--- config.mk ---
export PLATFORM = sky130hd
export DESIGN_NAME = jss_out_queue_flat
export DESIGN_NICKNAME = d
export VERILOG_FILES = /design/src/design/jss_pkg.sv /design/src/design/jss_out_if.sv /design/src/design/jss_out_queue.sv /design/src/flat_wrapper.sv
export SDC_FILE = /design/constraint.sdc
export NUM_CORES = 1
export LEC_CHECK = 0
export BUFFER_PORTS_ARGS = -buffer_cell sky130_fd_sc_hd__buf_4
export CAP_MARGIN = 20
export CORE_MARGIN = 2
export CORE_UTILIZATION = 50
export CTS_CLUSTER_DIAMETER = 150
export DETAILED_ROUTE_END_ITERATION = 8
export GPL_TIMING_DRIVEN = 0
export PLACE_DENSITY = 0.8
export SYNTH_ARGS = -nofsm -noshare
export SYNTH_HDL_FRONTEND = slang
export SYNTH_SLANG_ARGS = --single-unit
--- constraint.sdc ---
create_clock -name clk -period 3.3 [get_ports clk]
set_clock_uncertainty 0.2 [all_clocks]
set_input_delay 0.33 -clock clk [delete_from_list [all_inputs] [get_ports clk]]
set_output_delay 0.33 -clock clk [all_outputs]
set_load 0.02 [all_outputs]
--- src/design/jss_pkg.sv ---
// ---------------------------------------------------------------------------
// Jacobi stencil sweep package
// Shared constants, configuration register codes and the structure that
// carries result requests from the stencil datapath to the output queue.
// ---------------------------------------------------------------------------
package jss_pkg;

  // Default sizing of the line store and the cell values.
  localparam int MAX_COLS    = 1024;
  localparam int VALUE_BITS  = 32;

  // Fixed widths of the configuration registers and the write port.
  localparam int ROWS_W      = 16;
  localparam int COLS_W      = 11;
  localparam int CFG_DATA_W  = 16;
  localparam int CFG_INDEX_W = 1;

  // Smallest grid side that the sweep works on.
  localparam int MIN_DIM     = 3;

  // Output queue sizing; the depth is a power of two so the pointers wrap.
  localparam int QUEUE_DEPTH   = 4;
  localparam int QUEUE_LEVEL_W = $clog2(QUEUE_DEPTH + 1);

  // Configuration register indexes.
  typedef enum logic [CFG_INDEX_W-1:0] {
    CFG_GRID_ROWS = 1'b0,
    CFG_GRID_COLS = 1'b1
  } cfg_index_t;

  // Result requests raised by one cell: the cell of the row above and, on
  // the last row, the cell itself.
  typedef struct packed {
    logic first;
    logic second;
    logic first_run_end;
    logic second_grid_end;
  } push_t;

endpackage

--- src/design/jss_out_if.sv ---
// ---------------------------------------------------------------------------
// Jacobi stencil sweep output channel
// Valid/ready channel carrying one updated cell and its end flags per request.
// ---------------------------------------------------------------------------
interface jss_out_if #(
  parameter int VALUE_BITS = jss_pkg::VALUE_BITS
) ();
  logic                         valid;
  logic                         ready;
  logic signed [VALUE_BITS-1:0] new_value;
  logic                         run_end;
  logic                         grid_end;

  modport source (output valid, output new_value, output run_end, output grid_end,
                  input ready);
  modport sink   (input valid, input new_value, input run_end, input grid_end,
                  output ready);
endinterface

--- src/design/jss_out_queue.sv ---
// ---------------------------------------------------------------------------
// Jacobi stencil sweep output queue
// Small register queue that takes up to two results per cycle from the
// stencil datapath and hands them out one request at a time.
// ---------------------------------------------------------------------------
module jss_out_queue #(
  parameter int VALUE_BITS = jss_pkg::VALUE_BITS
) (
  input  logic                                clk,
  input  logic                                rst,
  input  jss_pkg::push_t                      push,
  input  logic [VALUE_BITS-1:0]               val_first,
  input  logic [VALUE_BITS-1:0]               val_second,
  output logic [jss_pkg::QUEUE_LEVEL_W-1:0]   level,
  jss_out_if.source                           results
);

  localparam int DEPTH = jss_pkg::QUEUE_DEPTH;
  localparam int PW    = $clog2(DEPTH);
  localparam int LW    = jss_pkg::QUEUE_LEVEL_W;

  logic [VALUE_BITS-1:0] q_value    [DEPTH];
  logic                  q_run_end  [DEPTH];
  logic                  q_grid_end [DEPTH];
  logic [PW-1:0]         head;
  logic [PW-1:0]         tail;
  logic [PW-1:0]         second_slot;
  logic [LW-1:0]         n_push;
  logic                  pop;

  assign n_push      = LW'(push.first) + LW'(push.second);
  assign pop         = results.valid && results.ready;
  assign second_slot = push.first ? tail + PW'(1) : tail;

  // Entry storage; the row-above cell goes in ahead of the own cell.
  always_ff @(posedge clk) begin
    if (push.first) begin
      q_value[tail]    <= val_first;
      q_run_end[tail]  <= push.first_run_end;
      q_grid_end[tail] <= 1'b0;
    end
    if (push.second) begin
      q_value[second_slot]    <= val_second;
      q_run_end[second_slot]  <= 1'b1;
      q_grid_end[second_slot] <= push.second_grid_end;
    end
  end

  // Pointers and fill level.
  always_ff @(posedge clk) begin
    if (rst) begin
      head  <= '0;
      tail  <= '0;
      level <= '0;
    end else begin
      tail  <= tail + n_push[PW-1:0];
      head  <= head + PW'(pop);
      level <= level + n_push - LW'(pop);
    end
  end

  // Head of the queue drives the output channel.
  assign results.valid     = (level != '0);
  assign results.new_value = q_value[head];
  assign results.run_end   = q_run_end[head];
  assign results.grid_end  = q_grid_end[head];

`ifndef SYNTH
  // The queue never holds more entries than it has slots.
  a_level_bound: assert property (@(posedge clk) disable iff (rst)
    level <= LW'(DEPTH))
    else $error("output queue overfilled");

  // An own cell is only ever queued behind the cell of the row above.
  a_pair_order: assert property (@(posedge clk) disable iff (rst)
    push.second |-> push.first)
    else $error("own cell queued without the cell above");
`endif

endmodule

--- src/flat_wrapper.sv ---
// flat-port wrapper written by rule: the top's interface ports become plain ports
module jss_out_queue_flat 
#(
  parameter int VALUE_BITS = jss_pkg::VALUE_BITS
)
  (clk, rst, push, val_first, val_second, level, results_valid, results_new_value, results_run_end, results_grid_end, results_ready);
  jss_out_if #(.VALUE_BITS(VALUE_BITS)) results_i ();
  input  logic clk;
  input  logic rst;
  input  jss_pkg::push_t push;
  input  logic [VALUE_BITS-1:0] val_first;
  input  logic [VALUE_BITS-1:0] val_second;
  output logic [jss_pkg::QUEUE_LEVEL_W-1:0] level;
  output wire logic [$bits(results_i.valid)-1:0] results_valid;
  output wire logic [$bits(results_i.new_value)-1:0] results_new_value;
  output wire logic [$bits(results_i.run_end)-1:0] results_run_end;
  output wire logic [$bits(results_i.grid_end)-1:0] results_grid_end;
  input wire logic [$bits(results_i.ready)-1:0] results_ready;
  assign results_valid = results_i.valid;
  assign results_new_value = results_i.new_value;
  assign results_run_end = results_i.run_end;
  assign results_grid_end = results_i.grid_end;
  assign results_i.ready = results_ready;
  jss_out_queue #(.VALUE_BITS(VALUE_BITS)) u_core (.clk(clk), .rst(rst), .push(push), .val_first(val_first), .val_second(val_second), .level(level), .results(results_i));
endmodule
==> results of run 1 <==
==> layout make-up <==
| cell class | count | share of cell area (%) |
|---|---|---|
| sequential | 143 | 46.99 |
| multi-input combinational | 217 | 31.47 |
| timing repair buffer | 114 | 10.48 |
| clock buffer | 23 | 5.030 |
| tap | 180 | 2.529 |
| buffer | 22 | 1.953 |
| clock inverter | 8 | 1.293 |
| inverter | 6 | 0.2529 |
==> routing by layer <==
layer / global-route usage (%) / vias to the layer above
met1: 24.43 / 2057
met5: 0 / -
li1: - / 1833
met2: 37.47 / 113
met4: 8.594 / 0
met3: 4.121 / 23
==> flip-flops by register name (all words and copies together), names as in the netlist <==
register           count
u_core.head            2
u_core.level           3
u_core.q_grid_end      4
u_core.q_run_end       4
u_core.q_value       128
u_core.tail            2
==> power by group <==
| part | total (mW) | switching, mW | internal, mW |
|---|---|---|---|
| clock | 1.85 | 0.680 | 1.17 |
| combinational | 2.05 | 1.03 | 1.02 |
| sequential | 2.43 | 0.0885 | 2.34 |
| total | 6.33 | 1.80 | 4.53 |
==> logic make-up (layout without fill, tap and decap cells) <==
group / Yosys count / count (layout) / synth area share, %
muxes: 163 / 163 / 32.30
DFF: 143 / 143 / 58.30
buffers and inverters: 28 / 173 / 2.737
and+or+nand+nor: 24 / 24 / 1.691
AOI/OAI and AO/OA: 15 / 15 / 2.563
adders and majority gates: 9 / 9 / 1.674
xor gates and xnor gates: 6 / 6 / 0.7322
==> Yosys cell counts, drive strengths merged <==
cell and count:
nor2 7, mux2i 1, inv 6, fa 1, nand3 2, or2 1, edfxtp 132, nor2b 2
clkbuf 4, nand2 5, mux4 34, o32ai 3, a21boi 3, o32a 1, and2 3, or2b 1
buf 18, o31ai 1, mux2 128, a311o 3, xnor2 4, a21o 3, dfxtp 11, nand2b 2
or3 1, xor2 2, o311ai 1, ha 8
==> metrics by stage <==
step	setup TNS (ps)	power [mW]	instance area [um^2]	cells	util, %
4_1_cts	0	6.392	8905	713	63.90
3_3_place_gp	-57240	4.438	8213	676	58.94
2_1_floorplan	0	3.765	7177	388	-
3_5_place_dp	0	4.535	8322	680	59.72
5_1_grt	0	6.571	8905	713	63.90
6_report	0	6.328	8905	713	63.90
==> path summary, 6_finish.rpt <==
check	startpoint	end	slack, ps	cells past startpoint
setup / recovery	u_core.tail[0]	u_core.q_value[0][13]	190	6
hold / removal	push[0]	u_core.q_grid_end[3]	20	2
setup reg to reg	u_core.tail[0]	u_core.q_value[0][13]	190	6
hold reg to reg	u_core.q_run_end[1]	u_core.q_run_end[1]	290	2
==> repair_timing <==
action                                  CTS  global route
hold buffers                              2             0
endpoints found under the setup margin    0             0
hold endpoints to repair                 11             0
==> metrics.csv, run 1 <==
stage,metric,value,unit
placement,finalWeightedCongestion,0.7794,
global_route,grt_use_total,20.87,%
timing,hold_viol,0,
global_route,grt_pass1_vias,4355,
synthesis,synth_cells,388,
drt,wl_met1,6.163,mm
setup_path,cp-end-kind,flip-flop,
synthesis,postSynthAreaPerCell,18.50,um^2
timing,fmax,0.3215,GHz
placement,port-buffer-count,108,
power_and_ir_drop,vdd_drop_max,0.0003968,V
clock_tree,clk_latency,420,ps
clock_tree,clkSinkCount,143,
global_route,grt-ovfl-total,0,
floorplanning,start_util,51.50,%
setup_path,crit_arrival,3030,ps
clock_tree,clkTransAtPathRegs,50,ps
placement,dpl.hpwl,9.922,mm
global_route,grt_max_degree,28,
finish,diodes,0,
clock_tree,root_buffer,clkbuf_16,
setup_path,worst-path-buf-inv,3,
floorplanning,io_pins,109,
synthesis,synth_area_leader_cell,edfxtp_1,
finish,fillers,969,
clock_tree,cts_setup_buffers,0,
clock_tree,post_cts_resized,0,
drt,routed-wl-met2,8.082,mm
timing,setup_ws,189.5,ps
timing,setup_viol,0,
finish,final_common_cell,edfxtp_1,
finish,nNetsFinal,601,
synthesis,netlist-cell-type-count,35,
drt,wl_per_cell,21.22,um
timing,post-route-min-period,3111,ps
synthesis,ys_seq_area_share,58.30,%
hold_path,hp-class,in2reg,
setup_path,cp_data_required_time,3220,ps
timing,slew_headroom,51.61,%
timing,final-max-slew-violation-count,0,
setup_path,crit_fanout,18,
drt,dr.max_layer_used,met4,
timing,final.period_utilization,94.26,%
synthesis,synth_area_leaders,"edfxtp_1 55%, mux2_2 15%, mux4_2 11%, mux2_4 5.6%, dfxtp_1 3.1%",
setup_path,path_cells,inv_2 > ha_1 > o32ai_4 > buf_6 > a21o_2 > buf_16,
floorplanning,dieArea,15330,um^2
drt,wl,15.13,mm
finish,layout-drive-gt1-share,60.04,%
finish,regArea,4184,um^2
clock_tree,clock_path_buffers,2,
drt,wl_met3,616,um
synthesis,syn-num-nets,468,
synthesis,netlist.area_leader.share,55.23,%
timing,worst_slew_pin_slew,725.9,ps
job,cap_viol_max_count,0,
setup_path,max_stage_delay,570,ps
setup_path,crit_family,compound AO/OA/AOI/OAI gates,
setup_path,crit_type,reg2reg,
finish,area_growth,24.08,%
synthesis,syn_area,7177,um^2
clock_tree,cts_made_buffers,17,
floorplanning,num_rows,43,
finish,final_cell_mix,"132 x edfxtp_1, 111 x buf_4, 97 x mux2_2",
finish,multi_input_area,2803,um^2
drt,drt_iter0_markers,237,
power_and_ir_drop,power.density,710.6,nW/um^2
power_and_ir_drop,p_leak,3.288,nW
floorplanning,die_x,123.8,um
synthesis,yosysWarnings,0,
clock_tree,cts_tree,built,
timing,grt_setup_unrepaired,no,
outcome,outcome,"complete, no violations",
global_route,grt_pass1_wl,23.00,mm
synthesis,ys_ff_latch,143,
drt,drc,0,
placement,dp_worst_setup_slack,177.7,ps
floorplanning,die_y,123.8,um
drt,routed_via_density,5.647,
drt,num_vias,4026,
setup_path,critPathSlowestCell,dfxtp_1,
floorplanning,core,13930,um^2
global_route,antenna_found_initial,0,
setup_path,cp-start-kind,flip-flop,
timing,whs,16.37,ps
drt,firstDrtPassIters,4,
drt,ant_nets,0,
clock_tree,ctsHtreeMaxLevel,4,
Power figures use the tool's default switching activity.
==> inputs of run 2 (changes only) <==
--- a/config.mk
+++ b/config.mk
@@ -9,6 +9,7 @@
 export CAP_MARGIN = 20
 export CORE_MARGIN = 2
 export CORE_UTILIZATION = 50
+export CTS_BUF_LIST = sky130_fd_sc_hd__clkbuf_8
 export CTS_CLUSTER_DIAMETER = 150
 export DETAILED_ROUTE_END_ITERATION = 8
 export GPL_TIMING_DRIVEN = 0
==> metrics.csv, run 2 (same netlist as run 1, synthesis figures left out) <==
stage,metric,value,unit
finish,area_growth,27.02,%
power_and_ir_drop,switchingPower,1.742,mW
timing,hold_viol,0,
placement,dpl.hpwl,9.922,mm
clock_tree,clk_latency,430,ps
timing,post-route-min-period,3154,ps
setup_path,crit_fanout,10,
drt,num_vias,4166,
placement,placed_area,8322,um^2
finish,regArea,4184,um^2
finish,reg_top3,"u_core.q_value x128, u_core.q_grid_end x4, u_core.q_run_end x4",
timing,final-max-slew-violation-count,0,
drt,routed_via_density,5.525,
clock_tree,cts_made_buffers,17,
power_and_ir_drop,pwr-share-clk,22.7,%
setup_path,max_stage_delay,580,ps
floorplanning,num_rows,43,
hold_path,hp-class,in2reg,
timing,grt_setup_unrepaired,no,
timing,worst_slew_pin_slew,720.6,ps
global_route,grt_use_total,20.94,%
finish,stdcell_count,754,
global_route,grt-ovfl-total,0,
global_route,antenna_found_initial,0,
clock_tree,clkSinkCount,143,
floorplanning,die_y,123.8,um
timing,final.period_utilization,95.59,%
clock_tree,post_cts_resized,0,
finish,stdcell_area,9116,um^2
finish,final_cell_mix,"132 x edfxtp_1, 114 x buf_4, 97 x mux2_2",
finish,nNetsFinal,642,
setup_path,cp-start-kind,flip-flop,
placement,finalWeightedCongestion,0.7794,
setup_path,cp-end-kind,flip-flop,
clock_tree,ctsHtreeMaxLevel,4,
global_route,grt_max_degree,28,
finish,largest_register_ffs,128,
clock_tree,clock_path_buffers,2,
global_route,grt_pass1_wl,23.27,mm
drt,ant_nets,0,
timing,setup_viol,0,
floorplanning,start_util,51.50,%
clock_tree,root_buffer,clkbuf_8,
setup_path,crit_arrival,3130,ps
finish,multi_input_area,2803,um^2
drt,drc,0,
floorplanning,core,13930,um^2
drt,wl_per_cell,20.46,um
job,cap_viol_max_count,0,
drt,firstDrtPassIters,4,
timing,slew_headroom,51.96,%
power_and_ir_drop,p_int,4.119,mW
drt,drt_iter0_markers,258,
timing,fmax,0.3170,GHz
setup_path,critPathSlowestCell,dfxtp_1,
setup_path,cp_data_required_time,3270,ps
power_and_ir_drop,pwr-share-seq,41.3,%
floorplanning,io_pins,109,
power_and_ir_drop,swShare,29.72,%
finish,diodes,0,
setup_path,crit_type,reg2reg,
power_and_ir_drop,vdd_drop_max,0.0003602,V
setup_path,worst-path-buf-inv,4,
setup_path,crit_family,buffers and inverters,
power_and_ir_drop,p_leak,3.399,nW
power_and_ir_drop,comb_power_share,36.0,%
floorplanning,dieArea,15330,um^2
finish,post-route-util,65.42,%
placement,port-buffer-count,108,
global_route,grt_pass1_vias,4458,
placement,dpl.cell_count,680,
clock_tree,clkTransAtPathRegs,80,ps
power_and_ir_drop,power.density,642.9,nW/um^2
drt,wl,15.42,mm
finish,final_common_cell,edfxtp_1,
floorplanning,die_x,123.8,um
setup_path,path_cells,inv_2 > ha_1 > o32a_1 > buf_6 > buf_6 > mux2_4 > dlygate4sd3_1,
clock_tree,cts_tree,built,
finish,layout-drive-gt1-share,56.27,%
finish,fillers,963,
setup_path,crit_top_cell,buf_6,
finish,largest-register,u_core.q_value,
outcome,outcome,"complete, no violations",
[run 2: layout make-up]
type,instances,area share [%]
tap,180,2.470
timing repair buffer,155,14.66
inverter,6,0.2470
buffer,22,1.908
multi-input combinational,217,30.74
sequential,143,45.90
clock inverter,14,1.510
clock buffer,17,2.567
[run 2: metal layers]
| layer | GRT usage [%] | vias up | wire length, um |
|---|---|---|---|
| met5 | 0 | - | 0 |
| met4 | 7.457 | 0 | 215 |
| met3 | 4.304 | 21 | 779 |
| met2 | 37.64 | 109 | 8369 |
| met1 | 24.90 | 2123 | 6059 |
| li1 | - | 1913 | - |
[run 2: worst register-to-register path: stages (launching register included)]
cell,delay [ps]
dfxtp_1,580
inv_2,150
ha_1,400
o32a_1,360
buf_6,160
buf_6,170
mux2_4,310
dlygate4sd3_1,570
[run 2: path summary, 6_finish.rpt]
check	cells after the start	to	slack [ps]	startpoint
setup / recovery	7	u_core.q_value[1][4]	150	u_core.tail[0]
hold / removal	2	u_core.q_value[2][0]	20	val_first[0]
hold reg to reg	2	u_core.q_run_end[1]	290	u_core.q_run_end[1]
setup reg to reg	7	u_core.q_value[1][4]	150	u_core.tail[0]
[run 2: timing repair]
action | 4_1_cts | 5_1_grt
hold endpoints to repair | 33 | 5
endpoints found under the setup margin | 0 | 1
setup buffers | 0 | 3
hold buffers | 31 | 9
[run 2: power by group through the flow]
| stage | clock network (mW) | logic (mW) | registers [mW] |
|---|---|---|---|
| 2_1_floorplan | 0 | 1.31 | 2.45 |
| 3_3_place_gp | 0 | 1.98 | 2.46 |
| 3_5_place_dp | 0 | 2.07 | 2.46 |
| 4_1_cts | 1.36 | 2.12 | 2.42 |
| 5_1_grt | 1.42 | 2.24 | 2.45 |
| 6_report | 1.33 | 2.11 | 2.42 |
[run 2: through the flow]
stage / hold WS [ps] / power (mW) / TNS (ps) / setup WS (ps)
3_3_place_gp: 250.0 / 4.438 / -57240 / -503.7
4_1_cts: 0.3298 / 5.902 / 0 / 57.62
3_5_place_dp: 264.6 / 4.535 / 0 / 177.7
5_1_grt: 0.3805 / 6.110 / 0 / 72.40
6_report: 24.10 / 5.861 / 0 / 145.6
2_1_floorplan: 196.7 / 3.765 / 0 / 368.5
==> inputs of run 3 (changes only) <==
--- a/config.mk
+++ b/config.mk
@@ -13,7 +13,8 @@
 export CTS_CLUSTER_DIAMETER = 150
 export DETAILED_ROUTE_END_ITERATION = 8
 export GPL_TIMING_DRIVEN = 0
-export PLACE_DENSITY = 0.8
+export PLACE_DENSITY = 0.82
+export RECOVER_POWER = 50
 export SYNTH_ARGS = -nofsm -noshare
 export SYNTH_HDL_FRONTEND = slang
 export SYNTH_SLANG_ARGS = --single-unit
==> constraint.sdc (replaced) <==
create_clock -name clk -period 2.8 [get_ports clk]
set_clock_uncertainty 0.2 [all_clocks]
set_input_delay 0.42 -clock clk [delete_from_list [all_inputs] [get_ports clk]]
set_output_delay 0.42 -clock clk [all_outputs]
set_load 0.02 [all_outputs]
==> metrics.csv, run 3 (same netlist as run 1, synthesis figures left out) <==
stage,metric,value,unit
outcome,outcome,"complete, no violations",
clock_tree,clock_path_buffers,2,
timing,final-max-slew-violation-count,0,
setup_path,r2r-start,u_core.tail[1],
finish,regArea,4185,um^2
drt,firstDrtPassIters,4,
drt,drc,0,
global_route,grt-ovfl-total,0,
floorplanning,num_rows,43,
global_route,grt_use_total,21.68,%
setup_path,cp-startpoint,u_core.tail[1],
setup_path,crit_arrival,2630,ps
timing,grt_setup_unrepaired,no,
setup_path,path_cells,inv_1 > ha_1 > o32ai_1 > buf_4 > buf_4 > mux2_2,
setup_path,crit_fanout,10,
timing,final.period_utilization,94.04,%
power_and_ir_drop,p_leak,3.036,nW
setup_path,crit_family,buffers and inverters,
finish,nNetsFinal,600,
setup_path,cp_data_required_time,2790,ps
floorplanning,die_x,123.8,um
setup_path,cp-start-kind,flip-flop,
floorplanning,dieArea,15330,um^2
finish,final_common_cell,edfxtp_1,
timing,hold_viol,0,
clock_tree,cts_tree,built,
finish,area_growth,18.44,%
clock_tree,root_buffer,clkbuf_8,
setup_path,path_depth,6,
timing,post-route-min-period,2633,ps
placement,dpl.hpwl,9.569,mm
clock_tree,clkSinkCount,143,
power_and_ir_drop,vdd_drop_max,0.0003968,V
setup_path,crit_type,reg2reg,
setup_path,critPathSlowestCell,dfxtp_1,
drt,wl_per_cell,21.92,um
setup_path,worst-path-buf-inv,3,
setup_path,max_stage_delay,450,ps
timing,slew_headroom,55.16,%
timing,fmax,0.3798,GHz
drt,routed_via_density,5.718,
floorplanning,die_y,123.8,um
setup_path,crit_end,u_core.q_value[0][11],
global_route,grt_max_degree,34,
setup_path,r2r_setup_slack,170,ps
drt,num_vias,4071,
finish,largest_register_ffs,128,
placement,finalWeightedCongestion,0.7575,
setup_path,reg2reg_depth,6,
clock_tree,ctsHtreeMaxLevel,4,
hold_path,hp-class,in2reg,
power_and_ir_drop,pwr-share-clk,21.3,%
finish,multi_input_area,2768,um^2
finish,reg_top3,"u_core.q_value x128, u_core.q_grid_end x4, u_core.q_run_end x4",
global_route,antenna_found_initial,0,
floorplanning,core,13930,um^2
power_and_ir_drop,swShare,31.29,%
drt,ant_nets,0,
timing,setup_viol,0,
job,cap_viol_max_count,0,
placement,dpl.cell_count,676,
clock_tree,clk_latency,440,ps
floorplanning,io_pins,109,
floorplanning,start_util,51.50,%
placement,port-buffer-count,108,
finish,fillers,1071,
finish,stdcell_count,712,
global_route,grt_pass1_vias,4392,
power_and_ir_drop,switchingPower,2.055,mW
clock_tree,clkTransAtPathRegs,70,ps
power_and_ir_drop,comb_power_share,35.1,%
global_route,grt_pass1_wl,23.58,mm
setup_path,cp-end-kind,flip-flop,
power_and_ir_drop,power.density,772.7,nW/um^2
clock_tree,cts_made_buffers,17,
setup_path,timing.rr.end,u_core.q_value[0][11],
timing,worst_slew_pin_slew,672.7,ps
finish,final_cell_mix,"132 x edfxtp_1, 107 x buf_4, 97 x mux2_2",
finish,largest-register,u_core.q_value,
drt,wl,15.61,mm
placement,dp_worst_setup_slack,-508.8,ps
finish,diodes,0,
drt,drt_iter0_markers,282,
power_and_ir_drop,pwr-share-seq,43.6,%
finish,layout-drive-gt1-share,54.89,%
timing,setup_ws,166.8,ps
setup_path,crit_top_cell,buf_4,
power_and_ir_drop,p_int,4.513,mW
run 3: power groups by stage:
| stage | clock network [mW] | logic, mW | registers [mW] |
|---|---|---|---|
| floorplan | 0 | 1.55 | 2.88 |
| global placement | 0 | 2.33 | 2.88 |
| detailed placement | 0 | 2.36 | 2.91 |
| CTS | 1.42 | 2.44 | 2.86 |
| global route | 1.50 | 2.47 | 2.90 |
| finish | 1.40 | 2.31 | 2.87 |
run 3: worst min-delay path by stage:
stage,start,end,slack [ps],cells after the start
6_report,push[1],u_core.q_run_end[2],70,2
5_1_grt,push[1],u_core.q_run_end[2],50,2
4_1_cts,push[1],u_core.q_run_end[2],30,2
3_5_place_dp,u_core.q_run_end[1],u_core.q_run_end[1],290,2
3_3_place_gp,u_core.q_run_end[1],u_core.q_run_end[1],250,2
2_1_floorplan,u_core.q_run_end[1],u_core.q_run_end[1],230,2
run 3: repair_timing:
item | in CTS | in global routing
buffers inserted | 2 | 0
hold buffers | 1 | 0
cloned | 3 | 0
endpoints found under the hold margin | 7 | 0
gates resized for setup | 14 | 4
setup endpoints to repair | 161 | 140
run 3: metrics by stage:
stage          area [um^2]  TNS (ps)  util, %  power [mW]  hold slack (ps)
2_1_floorplan         7183         0        -       4.436            234.0
3_3_place_gp          8219    -47930    58.98       5.212            252.6
3_5_place_dp          8219    -53380    58.98       5.276            291.0
4_1_cts               8656         0    62.12       6.722            34.82
5_1_grt               8501         0    61.00       6.871            53.64
6_report              8501         0    61.00       6.568            71.33
run 3: cell type report:
type / count / area share [%]
Timing Repair Buffer: 111 / 9.479
Multi-Input combinational cell: 220 / 32.56
Clock buffer: 17 / 2.752
Clock inverter: 14 / 1.045
Buffer: 21 / 2.016
Sequential cell: 143 / 49.23
Tap cell: 180 / 2.649
Inverter: 6 / 0.2649
run 3: worst reg2reg max path: stages (launching register included):
cell and delay, ps:
dfxtp_1 450, inv_1 180, ha_1 360, o32ai_1 370, buf_4 240, buf_4 230
mux2_2 370
run 3: routing by layer:
layer	track usage [%]	routed length, um	vias to the layer above	share of wire, %
met2	36.98	8150	143	52
met3	5.220	868	24	5.6
li1	-	-	1840	-
met4	8.949	320	0	2.1
met5	0	0	-	0
met1	26.49	6266	2064	40
