### src/design/jss_pkg.sv
// ---------------------------------------------------------------------------
// Jacobi stencil sweep package
// Shared constants, configuration register codes and the structure that
// carries result requests from the stencil datapath to the output queue.
// ---------------------------------------------------------------------------
package jss_pkg;

  // Default sizing of the line store and the cell values.
  localparam int MAX_COLS    = 1024;
  localparam int VALUE_BITS  = 32;

  // Fixed widths of the configuration registers and the write port.
  localparam int ROWS_W      = 16;
  localparam int COLS_W      = 11;
  localparam int CFG_DATA_W  = 16;
  localparam int CFG_INDEX_W = 1;

  // Smallest grid side that the sweep works on.
  localparam int MIN_DIM     = 3;

  // Output queue sizing; the depth is a power of two so the pointers wrap.
  localparam int QUEUE_DEPTH   = 4;
  localparam int QUEUE_LEVEL_W = $clog2(QUEUE_DEPTH + 1);

  // Configuration register indexes.
  typedef enum logic [CFG_INDEX_W-1:0] {
    CFG_GRID_ROWS = 1'b0,
    CFG_GRID_COLS = 1'b1
  } cfg_index_t;

  // Result requests raised by one cell: the cell of the row above and, on
  // the last row, the cell itself.
  typedef struct packed {
    logic first;
    logic second;
    logic first_run_end;
    logic second_grid_end;
  } push_t;

endpackage

### src/design/jss_in_if.sv
// ---------------------------------------------------------------------------
// Jacobi stencil sweep input channel
// Valid/ready channel carrying one grid cell per request.
// ---------------------------------------------------------------------------
interface jss_in_if #(
  parameter int VALUE_BITS = jss_pkg::VALUE_BITS
) ();
  logic                         valid;
  logic                         ready;
  logic signed [VALUE_BITS-1:0] cell_value;

  modport source (output valid, output cell_value, input ready);
  modport sink   (input valid, input cell_value, output ready);
endinterface

### src/design/jss_stencil.sv
// ---------------------------------------------------------------------------
// Jacobi stencil sweep datapath
// Tracks the grid position, drives the line store RAM one column ahead of
// the incoming cell, and forms the five-point update in a two-step pipeline.
// ---------------------------------------------------------------------------
module jss_stencil #(
  parameter int MAX_COLS   = jss_pkg::MAX_COLS,
  parameter int VALUE_BITS = jss_pkg::VALUE_BITS
) (
  input  logic                                clk,
  input  logic                                rst,
  input  logic [jss_pkg::ROWS_W-1:0]          grid_rows,
  input  logic [jss_pkg::COLS_W-1:0]          grid_cols,
  jss_in_if.sink                              cells,
  input  logic [jss_pkg::QUEUE_LEVEL_W-1:0]   level,
  output jss_pkg::push_t                      push,
  output logic [VALUE_BITS-1:0]               val_first,
  output logic [VALUE_BITS-1:0]               val_second,
  output logic                                ram_we,
  output logic [$clog2(MAX_COLS)-1:0]         ram_waddr,
  output logic [2*VALUE_BITS-1:0]             ram_wdata,
  output logic [$clog2(MAX_COLS)-1:0]         ram_raddr,
  input  logic [2*VALUE_BITS-1:0]             ram_rdata
);

  localparam int AW  = $clog2(MAX_COLS);
  localparam int CW  = $clog2(MAX_COLS + 1);
  localparam int VB  = VALUE_BITS;
  localparam int RW  = jss_pkg::ROWS_W;
  localparam int LW  = jss_pkg::QUEUE_LEVEL_W;

  // Position registers.
  logic [RW-1:0]   row_pos;
  logic [RW-1:0]   row_pos_next;
  logic [AW-1:0]   col_pos;
  logic [AW-1:0]   col_pos_next;
  logic [AW-1:0]   col_after_next;

  // Effective grid size.
  logic [31:0]     cols_wide;
  logic [CW-1:0]   cols_eff;
  logic [CW-1:0]   cols_last;
  logic [CW-1:0]   cols_held;
  logic [RW-1:0]   rows_eff;
  logic [RW-1:0]   rows_last;

  logic            outside;
  logic [RW-1:0]   row_cur;
  logic [AW-1:0]   col_cur;
  logic            last_col;
  logic            last_row;
  logic            interior;
  logic            accept;

  // Line store entry of the current column ({upper, middle}) and the left
  // neighbour, which is what went to the upper row of the previous column.
  logic [2*VB-1:0] here;
  logic [VB-1:0]   left;
  logic [VB-1:0]   here_upper;
  logic [VB-1:0]   here_middle;
  logic [VB-1:0]   right_middle;

  // Pipeline stage between acceptance and the output queue.
  logic            stg_first;
  logic            stg_second;
  logic            stg_interior;
  logic            stg_run_end;
  logic            stg_grid_end;
  logic [VB:0]     stg_ab;
  logic [VB:0]     stg_cd;
  logic [VB-1:0]   stg_mid;
  logic [VB-1:0]   stg_v;
  logic [VB+1:0]   total;

  // Clamp the configured size to the supported range.
  always_comb begin
    if (32'(grid_cols) < 32'(jss_pkg::MIN_DIM)) begin
      cols_wide = 32'(jss_pkg::MIN_DIM);
    end else if (32'(grid_cols) > 32'(MAX_COLS)) begin
      cols_wide = 32'(MAX_COLS);
    end else begin
      cols_wide = 32'(grid_cols);
    end
  end

  assign cols_eff  = cols_wide[CW-1:0];
  assign cols_last = cols_eff - CW'(1);
  assign rows_eff  = (grid_rows < RW'(jss_pkg::MIN_DIM)) ? RW'(jss_pkg::MIN_DIM) : grid_rows;
  assign rows_last = rows_eff - RW'(1);

  // The look-ahead read address depends on the column count, so requests are
  // held off after it changes, until cols_held matches, while the read catches up.
  always_ff @(posedge clk) begin
    if (rst) begin
      cols_held <= CW'(jss_pkg::MIN_DIM);
    end else begin
      cols_held <= cols_eff;
    end
  end

  // A position left outside the grid by a size change restarts the grid.
  assign outside  = (row_pos >= rows_eff) || (CW'(col_pos) >= cols_eff);
  assign row_cur  = outside ? '0 : row_pos;
  assign col_cur  = outside ? '0 : col_pos;
  assign last_col = (CW'(col_cur) == cols_last);
  assign last_row = (row_cur == rows_last);
  assign interior = (row_cur > RW'(1)) && (col_cur != '0) && !last_col;

  // Position advance in row-major order.
  assign col_pos_next   = last_col ? '0 : col_cur + AW'(1);
  assign col_after_next = (CW'(col_pos_next) == cols_last) ? '0 : col_pos_next + AW'(1);
  assign row_pos_next   = last_col ? (last_row ? '0 : row_cur + RW'(1)) : row_cur;

  assign accept       = cells.valid && cells.ready;
  assign cells.ready  = (cols_held == cols_eff)
                        && (((LW+1)'(level) + (LW+1)'(stg_first) + (LW+1)'(stg_second))
                            <= (LW+1)'(jss_pkg::QUEUE_DEPTH - 2));

  // The read port always looks one column past the cell to come, so the
  // right neighbour is ready when it arrives.
  assign here_upper   = here[2*VB-1:VB];
  assign here_middle  = here[VB-1:0];
  assign right_middle = ram_rdata[VB-1:0];
  assign ram_raddr    = accept ? col_after_next : col_pos_next;

  // Shift the rows down in the line store: middle becomes upper.
  assign ram_we    = accept;
  assign ram_waddr = col_cur;
  assign ram_wdata = {here_middle, cells.cell_value};

  // Control state.
  always_ff @(posedge clk) begin
    if (rst) begin
      row_pos    <= '0;
      col_pos    <= '0;
      stg_first  <= 1'b0;
      stg_second <= 1'b0;
    end else if (accept) begin
      row_pos    <= row_pos_next;
      col_pos    <= col_pos_next;
      stg_first  <= (row_cur != '0);
      stg_second <= last_row;
    end else begin
      stg_first  <= 1'b0;
      stg_second <= 1'b0;
    end
  end

  // Operand capture and partial sums.
  always_ff @(posedge clk) begin
    if (accept) begin
      here         <= ram_rdata;
      left         <= here_middle;
      stg_interior <= interior;
      stg_run_end  <= !last_row;
      stg_grid_end <= last_col;
      stg_ab       <= {left[VB-1], left} + {here_upper[VB-1], here_upper};
      stg_cd       <= {right_middle[VB-1], right_middle}
                      + {cells.cell_value[VB-1], cells.cell_value};
      stg_mid      <= here_middle;
      stg_v        <= cells.cell_value;
    end
  end

  // Quarter of the neighbour sum, rounded towards minus infinity.
  assign total = {stg_ab[VB], stg_ab} + {stg_cd[VB], stg_cd};

  assign val_first            = stg_interior ? total[VB+1:2] : stg_mid;
  assign val_second           = stg_v;
  assign push.first           = stg_first;
  assign push.second          = stg_second;
  assign push.first_run_end   = stg_run_end;
  assign push.second_grid_end = stg_grid_end;

`ifndef SYNTH
  // Results in flight never outgrow the output queue.
  a_room: assert property (@(posedge clk) disable iff (rst)
    ((LW+1)'(level) + (LW+1)'(stg_first) + (LW+1)'(stg_second))
      <= (LW+1)'(jss_pkg::QUEUE_DEPTH))
    else $error("results in flight exceed queue room");

  // The look-ahead read never hits the entry being rewritten.
  a_no_collide: assert property (@(posedge clk) disable iff (rst)
    accept |-> ram_raddr != ram_waddr)
    else $error("line store read and write collide");

  // A row ends by returning to the first column.
  a_row_wrap: assert property (@(posedge clk) disable iff (rst)
    accept && last_col |=> col_pos == '0)
    else $error("column position did not wrap");
`endif

endmodule
### src/flat_wrapper.sv
// flat-port wrapper written by rule: the top's interface ports become plain ports
module jss_stencil_flat 
#(
  parameter int MAX_COLS   = jss_pkg::MAX_COLS,
  parameter int VALUE_BITS = jss_pkg::VALUE_BITS
)
  (clk, rst, grid_rows, grid_cols, level, push, val_first, val_second, ram_we, ram_waddr, ram_wdata, ram_raddr, ram_rdata, cells_valid, cells_cell_value, cells_ready);
  jss_in_if #(.VALUE_BITS(VALUE_BITS)) cells_i ();
  input  logic clk;
  input  logic rst;
  input  logic [jss_pkg::ROWS_W-1:0] grid_rows;
  input  logic [jss_pkg::COLS_W-1:0] grid_cols;
  input  logic [jss_pkg::QUEUE_LEVEL_W-1:0] level;
  output jss_pkg::push_t push;
  output logic [VALUE_BITS-1:0] val_first;
  output logic [VALUE_BITS-1:0] val_second;
  output logic ram_we;
  output logic [$clog2(MAX_COLS)-1:0] ram_waddr;
  output logic [2*VALUE_BITS-1:0] ram_wdata;
  output logic [$clog2(MAX_COLS)-1:0] ram_raddr;
  input  logic [2*VALUE_BITS-1:0] ram_rdata;
  input wire logic [$bits(cells_i.valid)-1:0] cells_valid;
  input wire logic [$bits(cells_i.cell_value)-1:0] cells_cell_value;
  output wire logic [$bits(cells_i.ready)-1:0] cells_ready;
  assign cells_i.valid = cells_valid;
  assign cells_i.cell_value = cells_cell_value;
  assign cells_ready = cells_i.ready;
  jss_stencil #(.MAX_COLS(MAX_COLS), .VALUE_BITS(VALUE_BITS)) u_core (.clk(clk), .rst(rst), .grid_rows(grid_rows), .grid_cols(grid_cols), .cells(cells_i), .level(level), .push(push), .val_first(val_first), .val_second(val_second), .ram_we(ram_we), .ram_waddr(ram_waddr), .ram_wdata(ram_wdata), .ram_raddr(ram_raddr), .ram_rdata(ram_rdata));
endmodule
### config.mk
export PLATFORM = sky130hd
export DESIGN_NAME = jss_stencil_flat
export DESIGN_NICKNAME = d
export VERILOG_FILES = /design/src/design/jss_pkg.sv /design/src/design/jss_in_if.sv /design/src/design/jss_stencil.sv /design/src/flat_wrapper.sv
export SDC_FILE = /design/constraint.sdc
export NUM_CORES = 1
export LEC_CHECK = 0
export BUFFER_PORTS_ARGS = -buffer_cell sky130_fd_sc_hd__buf_2
export CAP_MARGIN = 20
export CORE_MARGIN = 1.5
export CORE_UTILIZATION = 45
export CTS_CLUSTER_DIAMETER = 50
export DETAILED_ROUTE_END_ITERATION = 10
export PLACE_DENSITY_LB_ADDON = 0.2
export SLEW_MARGIN = 15
export SYNTH_ARGS = -nofsm -noshare
export SYNTH_HDL_FRONTEND = slang
export SYNTH_SLANG_ARGS = --single-unit
### constraint.sdc
create_clock -name clk -period 22.9 [get_ports clk]
set_clock_uncertainty 0.2 [all_clocks]
set_input_delay 3.435 -clock clk [delete_from_list [all_inputs] [get_ports clk]]
set_output_delay 3.435 -clock clk [all_outputs]
set_load 0.01 [all_outputs]
==> flow_metrics.py, run 1 <==
metrics = {
    "power_and_ir_drop": {
        "total_power_mw": 1.13,
        "switchingPower_mw": 0.268,
        "pwr_density_cell_mw_per_mm2": 60.5,
        "switching_share": 0.237,
        "vdd_drop_max_uv": 66.6,
        "clkPwrFrac": 0.494,
        "p_int_mw": 0.863,
        "pwr-share-comb": 0.092,
        "pwr-share-seq": 0.415,
        "cellLeakagePower_nw": 7.58,
    },
    "yosys": {
        "synth_cells": 1616,
        "synth-async-reset-ratio": 0,
        "syn_nets": 1880,
        "yosysUniqueCellTypes": 104,
        "synth.avg_cell_area_um2": 10.1,
        "synth_edf_count": 197,
        "ys.flop_type": "edfxtp_1",
        "yosysWarnings": 0,
        "ys_ff_latch": 236,
        "synth_area_mm2": 0.0163,
        "synth-seq-area-share": 0.411,
    },
    "critical_path": {
        "path_depth": 24,
        "crit_type": "in -> out",
        "cp-start-kind": "input port",
        "critPathMaxFanout": 17,
        "slowest_delay_ps": 630,
        "critPathBufInv": 5,
        "crit_slowest_cell": "or4_1",
        "cp_top_family": "simple AND/OR/NAND/NOR gates",
        "r2r_start": "u_core.row_pos[15]",
        "arrival_ps": 9110,
        "reg2regPathDepth": 11,
        "worstPathCellList": "buf_2 > or4_1 > nor4_2 > or2_2 > ha_1 > nor2_1 > a21oi_1 > o31ai_1 > a21oi_1 > buf_4 > nor2_1 > buf_4 > nand2_1 > inv_1 > ha_1 > nand3_1 > xnor2_1 > a31oi_1 > o22ai_1 > nand4_1 > o32ai_1 > nor3_1 > a21o_1 > buf_2",
        "cp.required_ps": 19270,
        "crit_start": "grid_rows[5]",
        "crit_path_end_kind": "primary output",
        "reg2reg_to": "u_core.row_pos[14]",
        "cp-endpoint": "ram_raddr[1]",
        "r2r_slack_ps": 17530,
    },
    "clock_network": {
        "cts_resized": 0,
        "clock_sinks": 236,
        "cts_made_buffers": 34,
        "cts_hold_buf": 0,
        "insertion_delay_ps": 540,
        "ctsRootBufferMaster": "clkbuf_16",
        "clockBufferDepth": 3,
        "post_cts.repair.setup_buffers": 0,
        "cts.clk_slew.worst_paths_ps": 60,
        "h-tree-depth": 2,
        "cts_tree": "built",
    },
    "die": {
        "io_pins": 283,
        "rows": 69,
        "die_w_um": 193,
        "core_mm2": 0.0356,
        "die_area_mm2": 0.0374,
        "start_util": 0.458,
        "fp.dieH_um": 193,
    },
    "global_routing": {
        "grt_pass1_vias": 12400,
        "grt_busiest_layer": "met2",
        "use_met2": 0.374,
        "grt_use_total": 0.232,
        "globalRouteMet3Util": 0.0415,
        "grt_max_degree": 87,
        "grt_overflow": 0,
        "met1_usage": 0.314,
        "antenna_found_initial": 2,
        "grt_pass1_wl_um": 68700,
    },
    "route": {
        "route.detailed.drc": 0,
        "routed_via_density": 5.70,
        "drt-pass1-iter-count": 7,
        "routedWlPerCell_um": 19.3,
        "num_vias": 13100,
        "ant_nets": 0,
        "drt_wl_total_um": 44400,
        "drt_iter0_drc": 916,
    },
    "sta": {
        "finalMaxSlewViolations": 0,
        "slew_headroom": 0.298,
        "fmax_ghz": 0.0784,
        "finalCriticalPeriod_ps": 12750,
        "hold_violations": 0,
        "setup-tns-final_ps": 0,
        "period_share": 0.557,
        "fin_ws_ps": 10150,
        "rsz0062_at_grt": "no",
        "tightest_slew_ps": 1050,
        "report.final.setup_viol": 0,
    },
    "layout": {
        "final_util": 0.526,
        "areaGrowthSynthToFinish_pct": 14.8,
        "final_area_mm2": 0.0187,
        "fill_cells": 3207,
        "finish.net_count": 2080,
        "drive_gt1_frac": 0.224,
    },
    "run_status": {
        "status": "complete, no violations",
    },
    "placement": {
        "post-place-ws_ps": 10180,
        "dpl_cell_area_mm2": 0.0175,
        "gp_congestion": 0.893,
        "hpwl_um": 33500,
        "port_buffers": 282,
    },
    "hold_path": {
        "min_path_type": "reg -> reg",
    },
    "job": {
        "drv_cap": 0,
    },
}
## cells in the mapped netlist, types with 21 or more instances
library cell | count | area (um^2)
inv_1 | 84 | 315
mux2_2 | 27 | 304
clkbuf_1 | 38 | 143
buf_4 | 72 | 541
ha_1 | 132 | 1650
nand4_1 | 24 | 150
o21a_1 | 21 | 158
xnor2_1 | 88 | 771
a21o_1 | 27 | 203
and3_1 | 22 | 138
edfxtp_1 | 197 | 5920
nor3_1 | 54 | 270
xor2_1 | 38 | 333
a21oi_1 | 93 | 465
nor2_1 | 114 | 428
nand2_1 | 103 | 387
dfxtp_1 | 39 | 781
o21ai_0 | 58 | 290
nand3_1 | 50 | 250
## sequential cells by signal, indices dropped and copies added (netlist names)
register	flops
u_core.col_pos	10
u_core.cols_held	11
u_core.here	64
u_core.left	32
u_core.row_pos	16
u_core.stg_ab	33
u_core.stg_cd	33
u_core.stg_first	1
u_core.stg_grid_end	1
u_core.stg_interior	1
u_core.stg_run_end	1
u_core.stg_second	1
u_core.val_second	32
## cells by family (layout without fill, tap and decap cells)
| kind of cell | after synthesis | in the layout | share of synthesized area |
|---|---|---|---|
| adders and majority gates | 135 | 135 | 0.105 |
| and+or+nand+nor | 490 | 490 | 0.159 |
| buffers and inverters | 211 | 436 | 0.0722 |
| DFF | 236 | 236 | 0.411 |
| xor gates and xnor gates | 127 | 127 | 0.0691 |
| muxes | 31 | 31 | 0.0212 |
| other | 0 | 2 | 0 |
| AOI/OAI and AO/OA | 386 | 386 | 0.163 |
## placed cells by master (no fill, tap or decap), types with 14 or more instances in the layout
| cell | n |
|---|---|
| inv_1 | 83 |
| o31ai_1 | 16 |
| clkbuf_16 | 35 |
| o21a_1 | 21 |
| xnor2_1 | 88 |
| a21oi_1 | 93 |
| a21o_1 | 27 |
| o21ai_0 | 58 |
| nand3_1 | 50 |
| o21bai_1 | 14 |
| xor2_1 | 38 |
| nand2b_1 | 16 |
| edfxtp_1 | 197 |
| nand4_1 | 24 |
| nor2_1 | 114 |
| dfxtp_1 | 39 |
| nand2_1 | 103 |
| a31oi_1 | 16 |
| buf_2 | 282 |
| and3_1 | 22 |
| nor4_1 | 15 |
| mux2_2 | 27 |
| or3_1 | 15 |
| nor3_1 | 54 |
| ha_1 | 132 |
## final cells by class
cell class                      instances  area [um^2]  share of cell area
Tap cell                              461          577              0.0308
Inverter                               85          327              0.0175
Antenna cell                            2         5.00            0.000268
Multi-Input combinational cell       1169         8420               0.450
Clock inverter                         21          314              0.0168
Sequential cell                       236         6700               0.358
Clock buffer                           40          895              0.0478
Timing Repair Buffer                  290         1470              0.0786
## how the worst min path moves through the flow
stage | from | end | cells after the start
after floorplan | u_core.here[0] | u_core.left[0] | 0
after global placement | u_core.here[27] | u_core.left[27] | 0
after detailed placement | u_core.here[24] | u_core.left[24] | 0
after CTS | u_core.here[7] | u_core.left[7] | 0
after global routing | u_core.here[7] | u_core.left[7] | 0
final | u_core.here[7] | u_core.left[7] | 0
## layer usage
metal	up-vias	wire length (um)
met3	75	2830
met4	0	1230
met5	-	0
met2	413	20700
li1	6404	-
met1	6239	19600
## power by group through the flow
stage,Combinational (mW),Clock (mW),Sequential [mW]
2_1_floorplan,0.0718,0,0.477
3_3_place_gp,0.102,0,0.478
3_5_place_dp,0.103,0,0.478
4_1_cts,0.104,0.572,0.469
5_1_grt,0.116,0.589,0.469
6_report,0.104,0.558,0.469
## through the flow
stage / hold slack, ps / cells
after floorplan: 228 / 1616
after global placement: 226 / 2241
after detailed placement: 227 / 2241
after CTS: 231 / 2302
after global routing: 246 / 2304
final: 234 / 2304
Power figures use the tool's default switching activity.
==> inputs of run 2 (changes only) <==
Settings changed: ABC_AREA set to 1.
Clock period 22.9 ns to 12.2 ns, I/O delays scaled along.
==> run 2 against run 1 <==
Effect of this change:
- wire length grew 6.7%
- sequential share of layout area is 0.98 points lower
- largest power group unchanged
- via count is 9.3% higher
- sequential cell count unchanged
- first-iteration DRC count rose by 20%
- global-route usage is 1.3 points higher
- synthesized area increased by 1.3%
==> flow_metrics.py, run 2 <==
metrics = {
    "yosys": {
        "synth.top_cell.area_share": 0.358,
        "synth.most_common_cell": "nand2_1",
        "synth_cells": 1993,
        "ys.flop_type": "edfxtp_1",
        "yosysUniqueCellTypes": 50,
        "synth-async-reset-ratio": 0,
        "synth.avg_cell_area_um2": 8.29,
        "synth_area_mm2": 0.0165,
        "yosysWarnings": 0,
        "ys_ff_latch": 236,
        "synth_area_leaders": "edfxtp_1 (36%), nand2_1 (12%), ha_1 (10%)",
        "syn_nets": 2257,
        "synth_top_cell_by_area": "edfxtp_1",
        "synth_edf_count": 197,
        "synth_common_cells": "nand2_1 (507), inv_1 (207), edfxtp_1 (197)",
        "synth-seq-area-share": 0.405,
    },
    "sta": {
        "hold_violations": 0,
        "finalCriticalPeriod_ps": 8760,
        "fmax_ghz": 0.114,
        "report.final.setup_viol": 0,
        "slew_headroom": 0.358,
        "tightest_slew_ps": 964,
        "setup-tns-final_ps": 0,
        "period_share": 0.718,
        "rsz0062_at_grt": "no",
        "finalMaxSlewViolations": 0,
    },
    "critical_path": {
        "r2r_slack_ps": 6930,
        "crit_path_end_kind": "primary output",
        "cp-start-kind": "input port",
        "reg2regPathDepth": 15,
        "cp-endpoint": "ram_raddr[8]",
        "slowest_delay_ps": 740,
        "reg2reg_to": "u_core.left[31]",
        "cp.required_ps": 10170,
        "crit_slowest_cell": "nor3_1",
        "arrival_ps": 6730,
        "crit_start": "grid_cols[8]",
        "crit_top_cell": "nand2_1",
        "r2r_start": "u_core.stg_second",
        "crit_type": "in -> out",
        "critPathMaxFanout": 25,
    },
    "power_and_ir_drop": {
        "cellLeakagePower_nw": 8.93,
        "pwr_density_cell_mw_per_mm2": 116,
        "vdd_drop_max_uv": 82.0,
    },
    "layout": {
        "fill_cells": 3391,
        "final_util": 0.537,
        "areaGrowthSynthToFinish_pct": 16.5,
        "drive_gt1_frac": 0.181,
        "finish.net_count": 2493,
        "largest-register": "u_core.here",
        "reg_top3": "u_core.here: 64 flops, u_core.stg_ab: 33 flops, u_core.stg_cd: 33 flops",
        "final_common_cell": "nand2_1",
        "layout_common_cells": "nand2_1 (507), buf_2 (282), inv_1 (206)",
        "largest_reg_flops": 64,
    },
    "placement": {
        "port_buffers": 282,
        "hpwl_um": 37700,
        "gp_congestion": 0.958,
    },
    "die": {
        "start_util": 0.461,
        "io_pins": 283,
        "die_area_mm2": 0.0379,
        "die_w_um": 195,
        "core_mm2": 0.0358,
        "rows": 69,
        "fp.dieH_um": 195,
    },
    "route": {
        "num_vias": 14300,
        "routed_via_density": 5.27,
        "routedWlPerCell_um": 17.4,
        "route.detailed.drc": 0,
        "drt_iter0_drc": 1099,
        "ant_nets": 0,
        "drt-pass1-iter-count": 7,
        "drt_wl_total_um": 47400,
    },
    "clock_network": {
        "cts.clk_slew.worst_paths_ps": 50,
        "post_cts.repair.setup_buffers": 0,
        "ctsRootBufferMaster": "clkbuf_16",
        "clock_sinks": 236,
        "cts_resized": 0,
        "cts_made_buffers": 38,
        "h-tree-depth": 2,
        "insertion_delay_ps": 550,
        "clockBufferDepth": 3,
        "cts_tree": "built",
        "cts_hold_buf": 0,
    },
    "hold_path": {
        "hold_depth": 0,
        "min_from": "u_core.here[0]",
        "min_path_type": "reg -> reg",
    },
    "global_routing": {
        "antenna_found_initial": 2,
        "grt_pass1_vias": 13600,
        "grt_overflow": 0,
        "grt_max_degree": 78,
        "grt_pass1_wl_um": 73000,
        "grt_use_total": 0.245,
    },
    "job": {
        "drv_cap": 0,
    },
    "run_status": {
        "status": "complete, no violations",
    },
}
-- run 2: worst min-delay path by stage --
stage / slack (ps) / end
2_1_floorplan: 230 / u_core.left[0]
3_3_place_gp: 230 / u_core.left[29]
3_5_place_dp: 230 / u_core.left[0]
4_1_cts: 240 / u_core.left[30]
5_1_grt: 250 / u_core.left[30]
6_report: 240 / u_core.left[0]
-- run 2: stage by stage --
stage	total power [mW]	std cells	hold WS [ps]	setup slack, ps	cell area, um^2
floorplan	1.04	1993	228	1930	16500
global placement	1.11	2650	228	3520	17900
detailed placement	1.11	2650	229	3560	17900
CTS	2.25	2720	244	3550	19200
global route	2.31	2720	251	3050	19200
finish	2.23	2721	243	3440	19200
-- run 2: layout make-up --
cell class	instances	area, um^2	area share
clock buffer	41	962	0.0500
antenna	1	2.50	0.000130
sequential	236	6700	0.348
tap	461	577	0.0300
inverter	221	840	0.0436
clock inverter	29	369	0.0192
timing repair buffer	287	1450	0.0753
multi-input combinational	1445	8340	0.434
-- run 2: kinds of logic after synthesis --
| logic type | share of synthesized area |
|---|---|
| compound gates | 0.0989 |
| xor+xnor | 0.0689 |
| fa+ha+maj | 0.104 |
| buf+inv | 0.0895 |
| flops | 0.405 |
| simple gates | 0.234 |
-- run 2: worst max-delay path: cells and delay by family --
kind | cells | cell delay, ps
buffers and inverters | 7 | 620
AOI/OAI and AO/OA | 3 | 430
adders and majority gates | 2 | 540
and+or+nand+nor | 19 | 3270
-- run 2: metal layers --
layer,track usage,wire length [um],up-vias
met4,0.0732,1080,2
met3,0.0373,2630,67
met1,0.312,20600,6670
li1,-,-,7175
met5,0,15,-
met2,0.429,23000,435
-- run 2: where the power goes --
part / internal (mW) / leakage, nW / switching (mW)
Combinational: 0.0772 / 6.20 / 0.138
Clock: 0.714 / 0.638 / 0.421
Sequential: 0.878 / 2.09 / 0.00149
==> inputs of run 3 (changes only) <==
Clock period 12.2 ns to 8.7 ns, I/O delays scaled along.
==> run 3 against run 2 <==
Effect of this change:
- register-to-register slack worse by 3100 ps
- sequential power up 40%
- clock-buffer cell count down 1
- sequential share of layout area up 0.24 points
- global-route usage up 0.40 points
- via count down 0.47%
- critical path depth up 4
- core utilization down 0.37 points
- worst setup slack worse by 2200 ps
- clock power up 27%
- cell area down 0.70%
- critical endpoint unchanged
- highest routed layer unchanged
==> flow_metrics.py, run 3 (synthesis gave the netlist of run 2 again) <==
metrics = {
    "die": {
        "die_w_um": 195,
        "die_area_mm2": 0.0379,
        "rows": 69,
        "io_pins": 283,
        "core_mm2": 0.0358,
        "start_util": 0.461,
        "fp.dieH_um": 195,
    },
    "sta": {
        "slew_headroom": 0.398,
        "rsz0062_at_grt": "no",
        "finalCriticalPeriod_ps": 7420,
        "report.final.setup_viol": 0,
        "tightest_slew_ps": 903,
        "hold_violations": 0,
        "period_share": 0.853,
        "setup-tns-final_ps": 0,
        "hold_ws_ps": 242,
        "finalMaxSlewViolations": 0,
        "fmax_ghz": 0.135,
    },
    "route": {
        "ant_nets": 0,
        "drt_iter0_drc": 949,
        "routedWlPerCell_um": 17.5,
        "routed_via_density": 5.26,
        "num_vias": 14300,
        "drt-pass1-iter-count": 6,
        "route.detailed.drc": 0,
        "drt_wl_total_um": 47600,
    },
    "power_and_ir_drop": {
        "pwr_density_cell_mw_per_mm2": 155,
        "vdd_drop_max_uv": 139,
        "total_power_mw": 2.97,
        "cellLeakagePower_nw": 8.87,
    },
    "critical_path": {
        "crit_slowest_cell": "ha_1",
        "critPathMaxFanout": 25,
        "crit_path_end_kind": "primary output",
        "crit_type": "in -> out",
        "cp.required_ps": 7190,
        "slowest_delay_ps": 350,
        "arrival_ps": 5910,
        "crit_top_cell": "nand2_1",
        "cp-start-kind": "input port",
        "r2r_slack_ps": 3850,
    },
    "placement": {
        "gp_congestion": 0.907,
        "port_buffers": 282,
        "hpwl_um": 37900,
        "dp_cells": 2653,
    },
    "layout": {
        "final_util": 0.533,
        "layout_common_cells": "nand2_1 (507), buf_2 (282), inv_1 (206)",
        "reg_top3": "u_core.here: 64 flops, u_core.stg_ab: 33 flops, u_core.stg_cd: 33 flops",
        "largest_reg_flops": 64,
        "final_common_cell": "nand2_1",
        "drive_gt1_frac": 0.177,
        "antenna_cells": 0,
        "fill_cells": 3447,
        "largest-register": "u_core.here",
        "fin_cells": 2716,
        "finish.net_count": 2493,
        "areaGrowthSynthToFinish_pct": 15.7,
    },
    "clock_network": {
        "clockBufferDepth": 3,
        "h-tree-depth": 2,
        "cts_hold_buf": 0,
        "ctsRootBufferMaster": "clkbuf_16",
        "cts_resized": 0,
        "post_cts.repair.setup_buffers": 0,
        "clock_sinks": 236,
        "cts_made_buffers": 35,
        "insertion_delay_ps": 550,
        "cts.clk_slew.worst_paths_ps": 60,
        "cts_tree": "built",
    },
    "global_routing": {
        "grt_pass1_wl_um": 74100,
        "grt_max_degree": 137,
        "grt_use_total": 0.249,
        "grt_overflow": 0,
        "grt_pass1_vias": 13800,
        "antenna_found_initial": 2,
    },
    "hold_path": {
        "min_path_type": "reg -> reg",
    },
    "run_status": {
        "status": "complete, no violations",
    },
    "job": {
        "drv_cap": 0,
    },
}
[run 3: changes by cell type in the layout (fill, tap and decap cells not counted), sizes merged, moves of 2 or more]
| cell | previous run | this run |
|---|---|---|
| buf | 287 | 290 |
| bufinv | 6 | 4 |
| clkinvlp | 5 | 2 |
| clkinv | 10 | 14 |
| inv | 229 | 224 |
[run 3: metal layers]
metal,track usage,share of wire,up-vias
met5,0,0.00048,-
li1,-,-,7173
met2,0.427,0.48,423
met3,0.0415,0.056,92
met4,0.0883,0.031,4
met1,0.316,0.43,6590
[run 3: where the power goes]
part	internal, mW	switching, mW	total (mW)
Clock	0.875	0.557	1.43
Combinational	0.109	0.194	0.303
Sequential	1.23	0.00204	1.23
[run 3: path summary, 6_finish.rpt]
path                            depth (start not counted)              start              end
worst max-delay path                                   35       grid_cols[8]     ram_raddr[8]
worst min-delay path                                    0     u_core.here[4]   u_core.left[4]
worst max register to register                         15  u_core.stg_second  u_core.left[17]
worst min register to register                          0     u_core.here[4]   u_core.left[4]
[run 3: through the flow]
step	instance area (um^2)	setup slack, ps
after floorplan	16500	1140
after global placement	17900	1420
after detailed placement	17900	1310
after CTS	19100	1280
after global routing	19100	803
final	19100	1280
[run 3: cell type report]
type / instances / area, um^2 / share of cell area
sequential: 236 / 6700 / 0.351
clock buffer: 40 / 895 / 0.0468
tap: 461 / 577 / 0.0302
timing repair buffer: 290 / 1480 / 0.0777
multi-input combinational: 1445 / 8340 / 0.437
clock inverter: 23 / 274 / 0.0143
inverter: 221 / 836 / 0.0438
[run 3: worst max-delay path, delay by kind of cell]
family / cells / cell delay, ps
buffers and inverters: 8 / 920
adder cells (fa/ha/maj): 2 / 570
AND/OR/NAND/NOR: 23 / 2840
AO/OA/AOI/OAI: 2 / 250
